[config.mk]
export PLATFORM = sky130hd
export DESIGN_NAME = semver_precedence_compare_unit
export DESIGN_NICKNAME = d
export VERILOG_FILES = /design/src/rtl/svp_pkg.sv /design/src/rtl/svp_parse.sv /design/src/rtl/semver_precedence_compare_unit.sv
export SDC_FILE = /design/constraint.sdc
export NUM_CORES = 2
export LEC_CHECK = 0
export BUFFER_PORTS_ARGS = -buffer_cell sky130_fd_sc_hd__buf_4
export CAP_MARGIN = 0
export CORE_ASPECT_RATIO = 1.75
export CORE_UTILIZATION = 50
export DETAILED_ROUTE_END_ITERATION = 8
export MAX_ROUTING_LAYER = met4
export PLACE_DENSITY = 0.62
export SYNTH_ARGS = -nofsm -noshare
export SYNTH_HDL_FRONTEND = slang
export SYNTH_HIERARCHICAL = 1
export SYNTH_SLANG_ARGS = --single-unit
[constraint.sdc]
create_clock -name clk -period 12.2 [get_ports clk]
set_input_delay 1.83 -clock clk [delete_from_list [all_inputs] [get_ports clk]]
set_output_delay 1.83 -clock clk [all_outputs]
set_load 0.05 [all_outputs]
[src/rtl/svp_pkg.sv]
// svp_pkg: shared types and constants for the semantic version compare unit.
// No dependencies.
package svp_pkg;

	localparam int POS_W = 8;

	localparam logic [7:0] CH_DASH = 8'h2D;
	localparam logic [7:0] CH_PLUS = 8'h2B;
	localparam logic [7:0] CH_DOT  = 8'h2E;
	localparam logic [7:0] CH_ZERO = 8'h30;
	localparam logic [7:0] CH_NINE = 8'h39;

	localparam logic signed [1:0] ORD_LT = 2'sb11;
	localparam logic signed [1:0] ORD_EQ = 2'sb00;
	localparam logic signed [1:0] ORD_GT = 2'sb01;

	typedef enum logic [1:0] {
		PS_NUM,
		PS_PRE,
		PS_BUILD
	} parse_state_t;

	typedef enum logic [2:0] {
		SQ_LOAD,
		SQ_NUM,
		SQ_PRE,
		SQ_RD,
		SQ_EV,
		SQ_IDC,
		SQ_DONE
	} seq_state_t;

	typedef struct packed {
		logic              ok;
		logic [2:0][31:0]  num;
		logic              has_pre;
		logic [POS_W-1:0]  pre_start;
		logic [POS_W-1:0]  pre_end;
	} parse_res_t;

	function automatic logic is_digit(input logic [7:0] c);
		return (c >= CH_ZERO) && (c <= CH_NINE);
	endfunction

	function automatic logic is_ident(input logic [7:0] c);
		return is_digit(c) || (c >= 8'h41 && c <= 8'h5A) ||
			(c >= 8'h61 && c <= 8'h7A) || (c == CH_DASH);
	endfunction

endpackage

[src/rtl/svp_parse.sv]
// svp_parse: streaming syntax checker for one version string, one byte a cycle.
// Builds major/minor/patch values and pre-release bounds. Depends on svp_pkg.
module svp_parse (
	input  logic                        clk,
	input  logic                        arst_n,
	input  logic                        clear,
	input  logic                        push,
	input  logic [7:0]                  ch,
	input  logic [svp_pkg::POS_W-1:0]   pos,
	output svp_pkg::parse_res_t         res
);

	svp_pkg::parse_state_t st_q;
	logic [1:0]  k_q;
	logic [1:0]  ndig_q;
	logic        lead0_q;
	logic [2:0][31:0] num_q;
	logic        err_q;
	logic [1:0]  idlen_q;
	logic        idnum_q;
	logic        idlead0_q;
	logic        has_pre_q;
	logic [svp_pkg::POS_W-1:0] pre_start_q;
	logic [svp_pkg::POS_W-1:0] pre_end_q;

	logic        dig;
	logic        idc;
	logic [35:0] mac;
	logic        id_ok_pre;
	logic        end_ok;

	assign dig = svp_pkg::is_digit(ch);
	assign idc = svp_pkg::is_ident(ch);
	// acc*10 + d as two shifts and two adds; overflow shows in the top nibble
	assign mac = ({4'b0, num_q[k_q]} << 3) + ({4'b0, num_q[k_q]} << 1) +
		{32'b0, ch[3:0]};
	assign id_ok_pre = (idlen_q != 2'd0) && !(idnum_q && idlen_q == 2'd2 && idlead0_q);

	always_comb begin
		unique case (st_q)
			svp_pkg::PS_NUM:   end_ok = (k_q == 2'd2) && (ndig_q != 2'd0);
			svp_pkg::PS_PRE:   end_ok = id_ok_pre;
			svp_pkg::PS_BUILD: end_ok = (idlen_q != 2'd0);
			default:           end_ok = 1'b0;
		endcase
	end

	assign res.ok        = !err_q && end_ok;
	assign res.num       = num_q;
	assign res.has_pre   = has_pre_q;
	assign res.pre_start = pre_start_q;
	assign res.pre_end   = (st_q == svp_pkg::PS_PRE) ? pos : pre_end_q;

	always_ff @(posedge clk or negedge arst_n) begin
		if (!arst_n) begin
			st_q        <= svp_pkg::PS_NUM;
			k_q         <= 2'd0;
			ndig_q      <= 2'd0;
			lead0_q     <= 1'b0;
			num_q       <= '0;
			err_q       <= 1'b0;
			idlen_q     <= 2'd0;
			idnum_q     <= 1'b1;
			idlead0_q   <= 1'b0;
			has_pre_q   <= 1'b0;
			pre_start_q <= '0;
			pre_end_q   <= '0;
		end else if (clear) begin
			st_q        <= svp_pkg::PS_NUM;
			k_q         <= 2'd0;
			ndig_q      <= 2'd0;
			lead0_q     <= 1'b0;
			num_q       <= '0;
			err_q       <= 1'b0;
			idlen_q     <= 2'd0;
			idnum_q     <= 1'b1;
			idlead0_q   <= 1'b0;
			has_pre_q   <= 1'b0;
			pre_start_q <= '0;
			pre_end_q   <= '0;
		end else if (push && !err_q) begin
			unique case (st_q)
				svp_pkg::PS_NUM: begin
					if (dig) begin
						if ((ndig_q == 2'd1 && lead0_q) || mac[35:32] != 4'd0) begin
							err_q <= 1'b1;
						end
						num_q[k_q] <= mac[31:0];
						if (ndig_q == 2'd0) begin
							lead0_q <= (ch == svp_pkg::CH_ZERO);
						end
						if (ndig_q != 2'd2) begin
							ndig_q <= ndig_q + 2'd1;
						end
					end else if (ch == svp_pkg::CH_DOT && ndig_q != 2'd0 && k_q != 2'd2) begin
						k_q    <= k_q + 2'd1;
						ndig_q <= 2'd0;
					end else if (ch == svp_pkg::CH_DASH && k_q == 2'd2 && ndig_q != 2'd0) begin
						st_q        <= svp_pkg::PS_PRE;
						has_pre_q   <= 1'b1;
						pre_start_q <= pos + 1'b1;
						idlen_q     <= 2'd0;
						idnum_q     <= 1'b1;
					end else if (ch == svp_pkg::CH_PLUS && k_q == 2'd2 && ndig_q != 2'd0) begin
						st_q    <= svp_pkg::PS_BUILD;
						idlen_q <= 2'd0;
						idnum_q <= 1'b1;
					end else begin
						err_q <= 1'b1;
					end
				end
				svp_pkg::PS_PRE, svp_pkg::PS_BUILD: begin
					if (ch == svp_pkg::CH_DOT) begin
						if ((st_q == svp_pkg::PS_PRE) ? !id_ok_pre : (idlen_q == 2'd0)) begin
							err_q <= 1'b1;
						end
						idlen_q <= 2'd0;
						idnum_q <= 1'b1;
					end else if (ch == svp_pkg::CH_PLUS && st_q == svp_pkg::PS_PRE) begin
						if (!id_ok_pre) begin
							err_q <= 1'b1;
						end
						pre_end_q <= pos;
						st_q      <= svp_pkg::PS_BUILD;
						idlen_q   <= 2'd0;
						idnum_q   <= 1'b1;
					end else if (idc) begin
						if (idlen_q == 2'd0) begin
							idlead0_q <= (ch == svp_pkg::CH_ZERO);
						end
						idnum_q <= idnum_q & dig;
						if (idlen_q != 2'd2) begin
							idlen_q <= idlen_q + 2'd1;
						end
					end else begin
						err_q <= 1'b1;
					end
				end
				default: err_q <= 1'b1;
			endcase
		end
	end

endmodule

[src/rtl/semver_precedence_compare_unit.sv]
// semver_precedence_compare_unit: top level, string stores and compare sequencer.
// Depends on svp_pkg and svp_parse.
//
//  channel   ports                         transfer when
//  -------   ---------------------------   ---------------------
//  input     start, busy, character,       start & !busy
//            terminator
//  result    done, status, order           done (one cycle, no stall)
//
// Bytes load one per cycle while busy is low; syntax is checked on the fly as bytes arrive.
// A right terminator starts the compare: major/minor/patch in turn, up to the
// first difference, through one shared 32-bit comparator; a pre-release setup
// step; then, if both have a pre-release, per identifier pair a registered
// memory read and an evaluate for each byte of the longer identifier plus one
// more such pair for its end, and a decide step; then the result cycle.
// An invalid pair goes straight to the result cycle. busy is high for that span.
// Reset clears the sequencer and load control state only; the byte stores need no clearing.
// The receiver cannot stall: the result is shown for exactly one cycle.
module semver_precedence_compare_unit #(
	parameter int MAX_LEN = 64
) (
	input  logic              clk,
	input  logic              arst_n,
	input  logic              start,
	output logic              busy,
	input  logic [7:0]        character,
	input  logic              terminator,
	output logic              done,
	output logic              status,
	output logic signed [1:0] order
);

	localparam int AW = (MAX_LEN > 1) ? $clog2(MAX_LEN) : 1;
	localparam int PW = svp_pkg::POS_W;

	logic [7:0] lmem [MAX_LEN];
	logic [7:0] rmem [MAX_LEN];
	logic [7:0] lrd_q, rrd_q;

	svp_pkg::seq_state_t sq_q, sq_nx;

	logic          loading_right_q;
	logic [PW-1:0] cnt_q;
	logic          ovf_q;
	logic          left_ovf_q;
	svp_pkg::parse_res_t lres_q, rres_q, pres;

	logic [1:0]    k_q;
	logic [PW-1:0] lo_q, ro_q;
	logic          ldone_q, rdone_q, lnum_q, rnum_q;
	logic signed [1:0] lenrel_q, diff_q;
	logic          status_q;
	logic signed [1:0] order_q;

	logic accept, push, lterm, rterm, left_ok, right_ok;
	logic lact, ract, lend, rend, lstep, rstep;
	logic signed [1:0] idc;
	logic [PW-1:0] lo2, ro2;
	logic more;

	assign accept = start && !busy;
	assign push   = accept && !terminator && (cnt_q < PW'(MAX_LEN));
	assign lterm  = accept && terminator && !loading_right_q;
	assign rterm  = accept && terminator && loading_right_q;
	assign left_ok  = !left_ovf_q && lres_q.ok;
	assign right_ok = !ovf_q && pres.ok;

	svp_parse u_parse (
		.clk    (clk),
		.arst_n (arst_n),
		.clear  (lterm || rterm),
		.push   (push),
		.ch     (character),
		.pos    (cnt_q),
		.res    (pres)
	);

	// byte stores
	always_ff @(posedge clk) begin
		if (push && !loading_right_q) begin
			lmem[cnt_q[AW-1:0]] <= character;
		end
		if (push && loading_right_q) begin
			rmem[cnt_q[AW-1:0]] <= character;
		end
		lrd_q <= lmem[lo_q[AW-1:0]];
		rrd_q <= rmem[ro_q[AW-1:0]];
	end

	// pre-release walk, one byte of each unfinished side per evaluate cycle
	assign lact  = !ldone_q;
	assign ract  = !rdone_q;
	assign lend  = lact && ((lo_q == lres_q.pre_end) || (lrd_q == svp_pkg::CH_DOT));
	assign rend  = ract && ((ro_q == rres_q.pre_end) || (rrd_q == svp_pkg::CH_DOT));
	assign lstep = lact && !lend;
	assign rstep = ract && !rend;

	always_comb begin
		if (lnum_q != rnum_q) begin
			idc = lnum_q ? svp_pkg::ORD_LT : svp_pkg::ORD_GT;
		end else if (lnum_q && lenrel_q != svp_pkg::ORD_EQ) begin
			idc = lenrel_q;
		end else if (diff_q != svp_pkg::ORD_EQ) begin
			idc = diff_q;
		end else begin
			idc = lenrel_q;
		end
	end

	assign lo2  = (lo_q < lres_q.pre_end) ? lo_q + 1'b1 : lo_q;
	assign ro2  = (ro_q < rres_q.pre_end) ? ro_q + 1'b1 : ro_q;
	assign more = (lo2 < lres_q.pre_end) && (ro2 < rres_q.pre_end);

	// next state
	always_comb begin
		sq_nx = sq_q;
		unique case (sq_q)
			svp_pkg::SQ_LOAD: begin
				if (rterm) begin
					sq_nx = (left_ok && right_ok) ? svp_pkg::SQ_NUM : svp_pkg::SQ_DONE;
				end
			end
			svp_pkg::SQ_NUM: begin
				if (lres_q.num[k_q] != rres_q.num[k_q]) begin
					sq_nx = svp_pkg::SQ_DONE;
				end else if (k_q == 2'd2) begin
					sq_nx = svp_pkg::SQ_PRE;
				end
			end
			svp_pkg::SQ_PRE: begin
				sq_nx = (lres_q.has_pre && rres_q.has_pre) ? svp_pkg::SQ_RD : svp_pkg::SQ_DONE;
			end
			svp_pkg::SQ_RD: sq_nx = svp_pkg::SQ_EV;
			svp_pkg::SQ_EV: begin
				sq_nx = ((ldone_q || lend) && (rdone_q || rend)) ? svp_pkg::SQ_IDC
					: svp_pkg::SQ_RD;
			end
			svp_pkg::SQ_IDC: begin
				sq_nx = (idc == svp_pkg::ORD_EQ && more) ? svp_pkg::SQ_RD : svp_pkg::SQ_DONE;
			end
			svp_pkg::SQ_DONE: sq_nx = svp_pkg::SQ_LOAD;
			default:          sq_nx = svp_pkg::SQ_LOAD;
		endcase
	end

	// outputs
	always_comb begin
		busy   = (sq_q != svp_pkg::SQ_LOAD);
		done   = (sq_q == svp_pkg::SQ_DONE);
		status = status_q;
		order  = order_q;
	end

	always_ff @(posedge clk or negedge arst_n) begin
		if (!arst_n) begin
			sq_q            <= svp_pkg::SQ_LOAD;
			loading_right_q <= 1'b0;
			cnt_q           <= '0;
			ovf_q           <= 1'b0;
			left_ovf_q      <= 1'b0;
		end else begin
			sq_q <= sq_nx;
			if (accept && !terminator) begin
				if (cnt_q < PW'(MAX_LEN)) begin
					cnt_q <= cnt_q + 1'b1;
				end else begin
					ovf_q <= 1'b1;
				end
			end
			if (lterm) begin
				left_ovf_q      <= ovf_q;
				loading_right_q <= 1'b1;
				cnt_q           <= '0;
				ovf_q           <= 1'b0;
			end
			if (rterm) begin
				loading_right_q <= 1'b0;
				cnt_q           <= '0;
				ovf_q           <= 1'b0;
			end
		end
	end

	// compare datapath
	always_ff @(posedge clk) begin
		if (lterm) begin
			lres_q <= pres;
		end
		unique case (sq_q)
			svp_pkg::SQ_LOAD: begin
				if (rterm) begin
					rres_q   <= pres;
					k_q      <= 2'd0;
					status_q <= !(left_ok && right_ok);
					order_q  <= svp_pkg::ORD_EQ;
				end
			end
			svp_pkg::SQ_NUM: begin
				if (lres_q.num[k_q] != rres_q.num[k_q]) begin
					order_q <= (lres_q.num[k_q] < rres_q.num[k_q]) ? svp_pkg::ORD_LT
						: svp_pkg::ORD_GT;
				end
				k_q <= k_q + 2'd1;
			end
			svp_pkg::SQ_PRE: begin
				if (lres_q.has_pre != rres_q.has_pre) begin
					order_q <= lres_q.has_pre ? svp_pkg::ORD_LT : svp_pkg::ORD_GT;
				end
				lo_q     <= lres_q.pre_start;
				ro_q     <= rres_q.pre_start;
				ldone_q  <= 1'b0;
				rdone_q  <= 1'b0;
				lnum_q   <= 1'b1;
				rnum_q   <= 1'b1;
				lenrel_q <= svp_pkg::ORD_EQ;
				diff_q   <= svp_pkg::ORD_EQ;
			end
			svp_pkg::SQ_EV: begin
				if (lstep) begin
					lnum_q <= lnum_q & svp_pkg::is_digit(lrd_q);
					lo_q   <= lo_q + 1'b1;
				end
				if (rstep) begin
					rnum_q <= rnum_q & svp_pkg::is_digit(rrd_q);
					ro_q   <= ro_q + 1'b1;
				end
				if (lstep && rstep && diff_q == svp_pkg::ORD_EQ && lrd_q != rrd_q) begin
					diff_q <= (lrd_q < rrd_q) ? svp_pkg::ORD_LT : svp_pkg::ORD_GT;
				end
				if (lend && rstep) begin
					lenrel_q <= svp_pkg::ORD_LT;
				end
				if (rend && lstep) begin
					lenrel_q <= svp_pkg::ORD_GT;
				end
				ldone_q <= ldone_q | lend;
				rdone_q <= rdone_q | rend;
			end
			svp_pkg::SQ_IDC: begin
				lo_q     <= lo2;
				ro_q     <= ro2;
				ldone_q  <= 1'b0;
				rdone_q  <= 1'b0;
				lnum_q   <= 1'b1;
				rnum_q   <= 1'b1;
				lenrel_q <= svp_pkg::ORD_EQ;
				diff_q   <= svp_pkg::ORD_EQ;
				if (idc != svp_pkg::ORD_EQ) begin
					order_q <= idc;
				end else if (!more) begin
					order_q <= (lo2 < lres_q.pre_end) ? svp_pkg::ORD_GT
						: ((ro2 < rres_q.pre_end) ? svp_pkg::ORD_LT : svp_pkg::ORD_EQ);
				end
			end
			default: begin
			end
		endcase
	end

	a_done_frees: assert property (@(posedge clk) disable iff (!arst_n)
		done |=> !busy) else $error("busy after result");
	a_bad_eq: assert property (@(posedge clk) disable iff (!arst_n)
		(done && status) |-> (order == svp_pkg::ORD_EQ)) else $error("order on invalid");
	a_rterm_busy: assert property (@(posedge clk) disable iff (!arst_n)
		rterm |=> busy) else $error("no compare after right terminator");
	a_ev_after_rd: assert property (@(posedge clk) disable iff (!arst_n)
		(sq_q == svp_pkg::SQ_EV) |-> ($past(sq_q) == svp_pkg::SQ_RD))
		else $error("evaluate without read");

endmodule
==> qor_table.md <==
| Group | Metric | This run |
|---|---|---|
| yosys | FFs w/ async S/R, synth | 9.686% |
| setup path | Buffering stage count on the worst path with inverters included | 3 |
| setup path | Critical Path Source Type | input pin |
| timing | Worst hold margin | 481.5 ps |
| yosys | Share of cell area taken by muxes after synthesis | 14.00% |
| cts | Post-cts sizing count | 0 |
| power | Portion of total power attributed to sequential cells | 43.4% |
| cts | Sinks on the clock net | 1435 |
| setup path | Category of the critical setup timing path | input pin to flip-flop |
| cells and area | Final net count | 3613 |
| global routing | Wire length of the first global-routing pass | 210400 microns |
| outcome | Result of the run | finished, final reports clean |
| yosys | Mean post-synth cell area | 17.50 sq um |
| power | Internal Pwr Total | 9222 uW |
| global routing | Maximum number of pins on one net before global-route repair | 134 |
| setup path | Library cell contributing the largest single delay on the critical path | sky130_fd_sc_hd__fa_1 |
| floorplan | Starting utilization of the core area | 50.30% |
| floorplan | Vertical extent of the die | 460.9 microns |
| power | Sw Share | 30.03% |
| power | Clk network pwr share | 29.4% |
| run | Count of max-cap constraint violations | 0 |
| timing | Final hold vios | 0 |
| yosys | Top area cells in the synthesized netlist | sky130_fd_sc_hd__edfxtp_1 64%, sky130_fd_sc_hd__mux4_2 12%, sky130_fd_sc_hd__dfrtp_1 5.7%, sky130_fd_sc_hd__ha_1 3.1%, sky130_fd_sc_hd__mux2i_1 1.8% |
| timing | Accumulated negative setup slack | 0 ps |
| setup path | Type of element capturing the critical path | flip-flop |
| yosys | Post-synthesis cell type with the largest combined area | sky130_fd_sc_hd__edfxtp_1 |
| detailed routing | Number of DRC markers after the initial detailed-route iteration | 2261 |
| yosys | Dominant register cell in the synthesized netlist | sky130_fd_sc_hd__edfxtp_1 |
| timing | Setup violation total in the final timing report | 0 |
| cts | CTS buffer count | 121 |
| timing | Max-slew violations | 0 |
| placement | Final estimated routing congestion in global placement | 0.8753 |
| global routing | Vias in the first global route | 32710 |
| cts | Clock tree from TritonCTS | yes |
| setup path | Data arrival time of the critical path | 5740 ps |
| cells and area | Final core occ | 55.00% |
| yosys | Adder-Cell Fraction of Synth Area | 3.207% |
| global routing | Routing usage on met1 | 26.64% |
| yosys | Cells after Synth | 3438 |
| min path | Min-delay worst type | flip-flop to flip-flop |
| detailed routing | DRC errors left | 0 |
| timing | Setup repair after global routing missed its margin | false |
| yosys | Yosys warnings | 6 |
| yosys | Complex-gate fraction of the synthesized area | 5.152% |
| setup path | Data required time at the worst endpoint | 12790 ps |
| detailed routing | Vias per cell | 6.129 |
| detailed routing | Antenna violation net count after detailed routing | 0 |
| placement | Placed cell count | 4855 |
| placement | Quantity of I/O buffers inserted on ports | 16 |
| yosys | Number of enable flip-flop cells after synthesis | 1280 |
| cells and area | Filler cell count | 9196 |
| global routing | Met2 global-route usage | 45.17% |
| yosys | Count of distinct cell types in the synthesized netlist | 84 |
| timing | Achievable Freq | 0.1941 GHz |
| floorplan | Rows | 168 |
| global routing | Total global-route track usage | 24.32% |
| placement | Area post-placement | 61830 sq um |
| cts | CTS hold repair buffers | 0 |
| yosys | Total nets after synthesis | 3603 |
| cts | Worst-path clk slew | 60 ps |
| cts | CTS H-Tree Depth | 3 |
| timing | Final critical delay including setup and external delays | 5153 ps |
| global routing | Antenna violations before repair | 2 |
| floorplan | DIE AREA | 121800 sq um |
| power | Combinational Power Share | 27.2% |
| power | Worst vdd rail ir drop | 0.1392 mV |
| global routing | Sum of overflow across all layers after global routing | 0 |
| detailed routing | Total wire length | 141300 microns |
| power | Total power divided by cell area | 200.3 nW/um^2 |
| setup path | Family with the most delay on the worst path | compound AO/OA/AOI/OAI gates |
| yosys | Xor and xnor area share after synthesis | 0.9318% |
| placement | HPWL after detailed placement | 90820 microns |
| global routing | Most used routing layer in global routing | met2 |
| global routing | M3 GR Usage | 2.720% |
| cts | Clock latency reported for the late side of the worst-skew pair | 750 ps |
| yosys | Cell area after technology mapping | 60160 sq um |
| detailed routing | Average routed wire per standard cell | 27.79 microns |
| cts | Clock Path Buffers | 3 |
| setup path | Highest net fanout along the worst path | 67 |
| power | Leak | 0.02220 uW |
| floorplan | Width of the die | 264.2 microns |
| cells and area | Relative area change from synthesis to final layout | 9.355% |
| setup path | Cell chain of the critical path | buf_4 -> inv_1 -> fa_1 -> inv_1 -> ha_1 -> a211oi_1 -> o21ai_2 -> o21ai_2 -> o41ai_2 -> o221ai_2 -> o21ai_1 -> and2_1 -> o41ai_1 -> o2111ai_1 |
| cts | Setup bufs post-CTS | 0 |
| detailed routing | Total vias in the final route | 31170 |
| yosys | Area fraction of the dominant cell type after synthesis | 63.89% |
| yosys | Main combinational cell family by area after synthesis | multiplexers |
| floorplan | Core area | 119600 sq um |
| cts | Root cell of the clock tree | sky130_fd_sc_hd__clkbuf_16 |
| cells and area | Final non-filler cell area | 65790 sq um |
| yosys | Sequential cell area fraction in the yosys report | 70.21% |
| timing | Fin crit share | 42.23% |
| floorplan | Num ports | 17 |
| yosys | Post-synthesis simple-gate area fraction | 4.790% |
| yosys | Yosys reg bits | 1435 |
| cells and area | Finished Layout Cells | 5085 |
| setup path | Maximum single-stage delay on the critical path | 620 ps |
| cells and area | Share of post-route cells with drive strength above 1 | 17.06% |
| timing | Worst max-slew margin expressed relative to the limit | 18.20% |
| timing | Transition time of the tightest slew-check pin | 1222 ps |
| detailed routing | Number of detailed-routing iterations run before antenna repair | 5 |
| timing | Worst Clk Skew | 25.60 ps |
| power | Net switching power figure | 3958 uW |
==> worst register-to-register path: cells and delay by family (launching register included) <==
| kind | cells | cell delay [ps] |
|---|---|---|
| flops | 1 | 320 |
| simple gates | 2 | 320 |
| compound gates | 9 | 2220 |
| buf+inv | 4 | 1110 |
| fa+ha+maj | 2 | 890 |
==> cell families (layout without fill, tap and decap cells) <==
kind of cell    Yosys count  count (layout)
other cells               0               2
flops                  1435            1435
compound gates          468             468
simple gates            639             639
xor+xnor                 64              64
fa+ha+maj               153             153
mux                     440             440
buf+inv                 239             354
==> Yosys cell counts (31+ instances only) <==
library cell and n:
sky130_fd_sc_hd__edfxtp_1 1280, sky130_fd_sc_hd__xnor2_1 35, sky130_fd_sc_hd__a21oi_1 104, sky130_fd_sc_hd__mux4_2 320, sky130_fd_sc_hd__a22oi_1 34, sky130_fd_sc_hd__nand4_1 31
sky130_fd_sc_hd__a22o_1 86, sky130_fd_sc_hd__nor2_1 252, sky130_fd_sc_hd__buf_2 39, sky130_fd_sc_hd__o21ai_0 132, sky130_fd_sc_hd__ha_1 151, sky130_fd_sc_hd__clkbuf_1 91
sky130_fd_sc_hd__mux2i_1 109, sky130_fd_sc_hd__inv_1 66, sky130_fd_sc_hd__nand3_1 34, sky130_fd_sc_hd__dfrtp_1 138, sky130_fd_sc_hd__nand2_1 199
==> flip-flops by register name, summed over array words and instances (netlist names), 2 cells and up <==
name	flops
u_parse/st_q	2
u_parse/idlen_q	2
sq_q	3
rrd_q	8
u_parse/ndig_q	2
order	2
u_parse/pre_start_q	8
diff_q	2
lres_q	114
lmem	512
lenrel_q	2
cnt_q	8
rres_q	113
u_parse/pre_end_q	8
rmem	512
u_parse/res	96
lrd_q	8
lo_q	8
u_parse/k_q	2
k_q	2
ro_q	8
==> cells in the final DEF, fill, tap and decap left out, types with 101 or more instances in the layout <==
master / instances
sky130_fd_sc_hd__a21oi_1: 101
sky130_fd_sc_hd__clkbuf_16: 121
sky130_fd_sc_hd__dfrtp_1: 137
sky130_fd_sc_hd__edfxtp_1: 1280
sky130_fd_sc_hd__ha_1: 151
sky130_fd_sc_hd__mux2i_1: 109
sky130_fd_sc_hd__mux4_2: 320
sky130_fd_sc_hd__nand2_1: 199
sky130_fd_sc_hd__nor2_1: 250
sky130_fd_sc_hd__o21ai_0: 132
==> path summary, 6_finish.rpt <==
kind                            depth (start not counted)               to  slack, ps         startpoint
worst max register to register                         17    u_parse/err_q       7200     u_parse/k_q[0]
worst min-delay path                                    0       lres_q[16]        480  u_parse/has_pre_q
worst min register to register                          0       lres_q[16]        480  u_parse/has_pre_q
min in group asynchronous                               1  u_parse/res[66]       1100             arst_n
worst max-delay path                                   14    u_parse/err_q       7050       character[3]
max in group asynchronous                               2   u_parse/k_q[1]       9620             arst_n
==> power groups by stage <==
stage | Sequential, uW | Clock, uW | Combinational (uW)
floorplan | 5760 | 0 | 2550
global placement | 5820 | 0 | 3590
detailed placement | 5820 | 0 | 3640
CTS | 5720 | 3940 | 3650
global route | 5740 | 4110 | 3820
finish | 5720 | 3870 | 3580
==> through the flow <==
step                total power [uW]  worst slack (ps)
floorplan                       8305              4226
global placement                9401              6286
detailed placement              9463              6324
CTS                            13310              7110
global route                   13670              6863
finish                         13180              7047
==> routing by layer <==
metal,vias up,routed length (microns)
met3,270,5871
met1,16360,50370
met4,0,5087
met2,837,79990
li1,13700,-
met5,-,0
==> layout make-up <==
cell class,instances,area (sq um),area share (%)
clock inverters,83,812.0,1.234
clock buffers,145,3138,4.770
repair buffers,59,471.7,0.7170
multi-input cells,1764,16950,25.77
inverters,67,254.0,0.3861
flip-flops and latches,1435,42240,64.21
well taps,1530,1914,2.910
diodes,2,5.005,0.007608
Note: power is estimated with default switching activity, not from simulation.
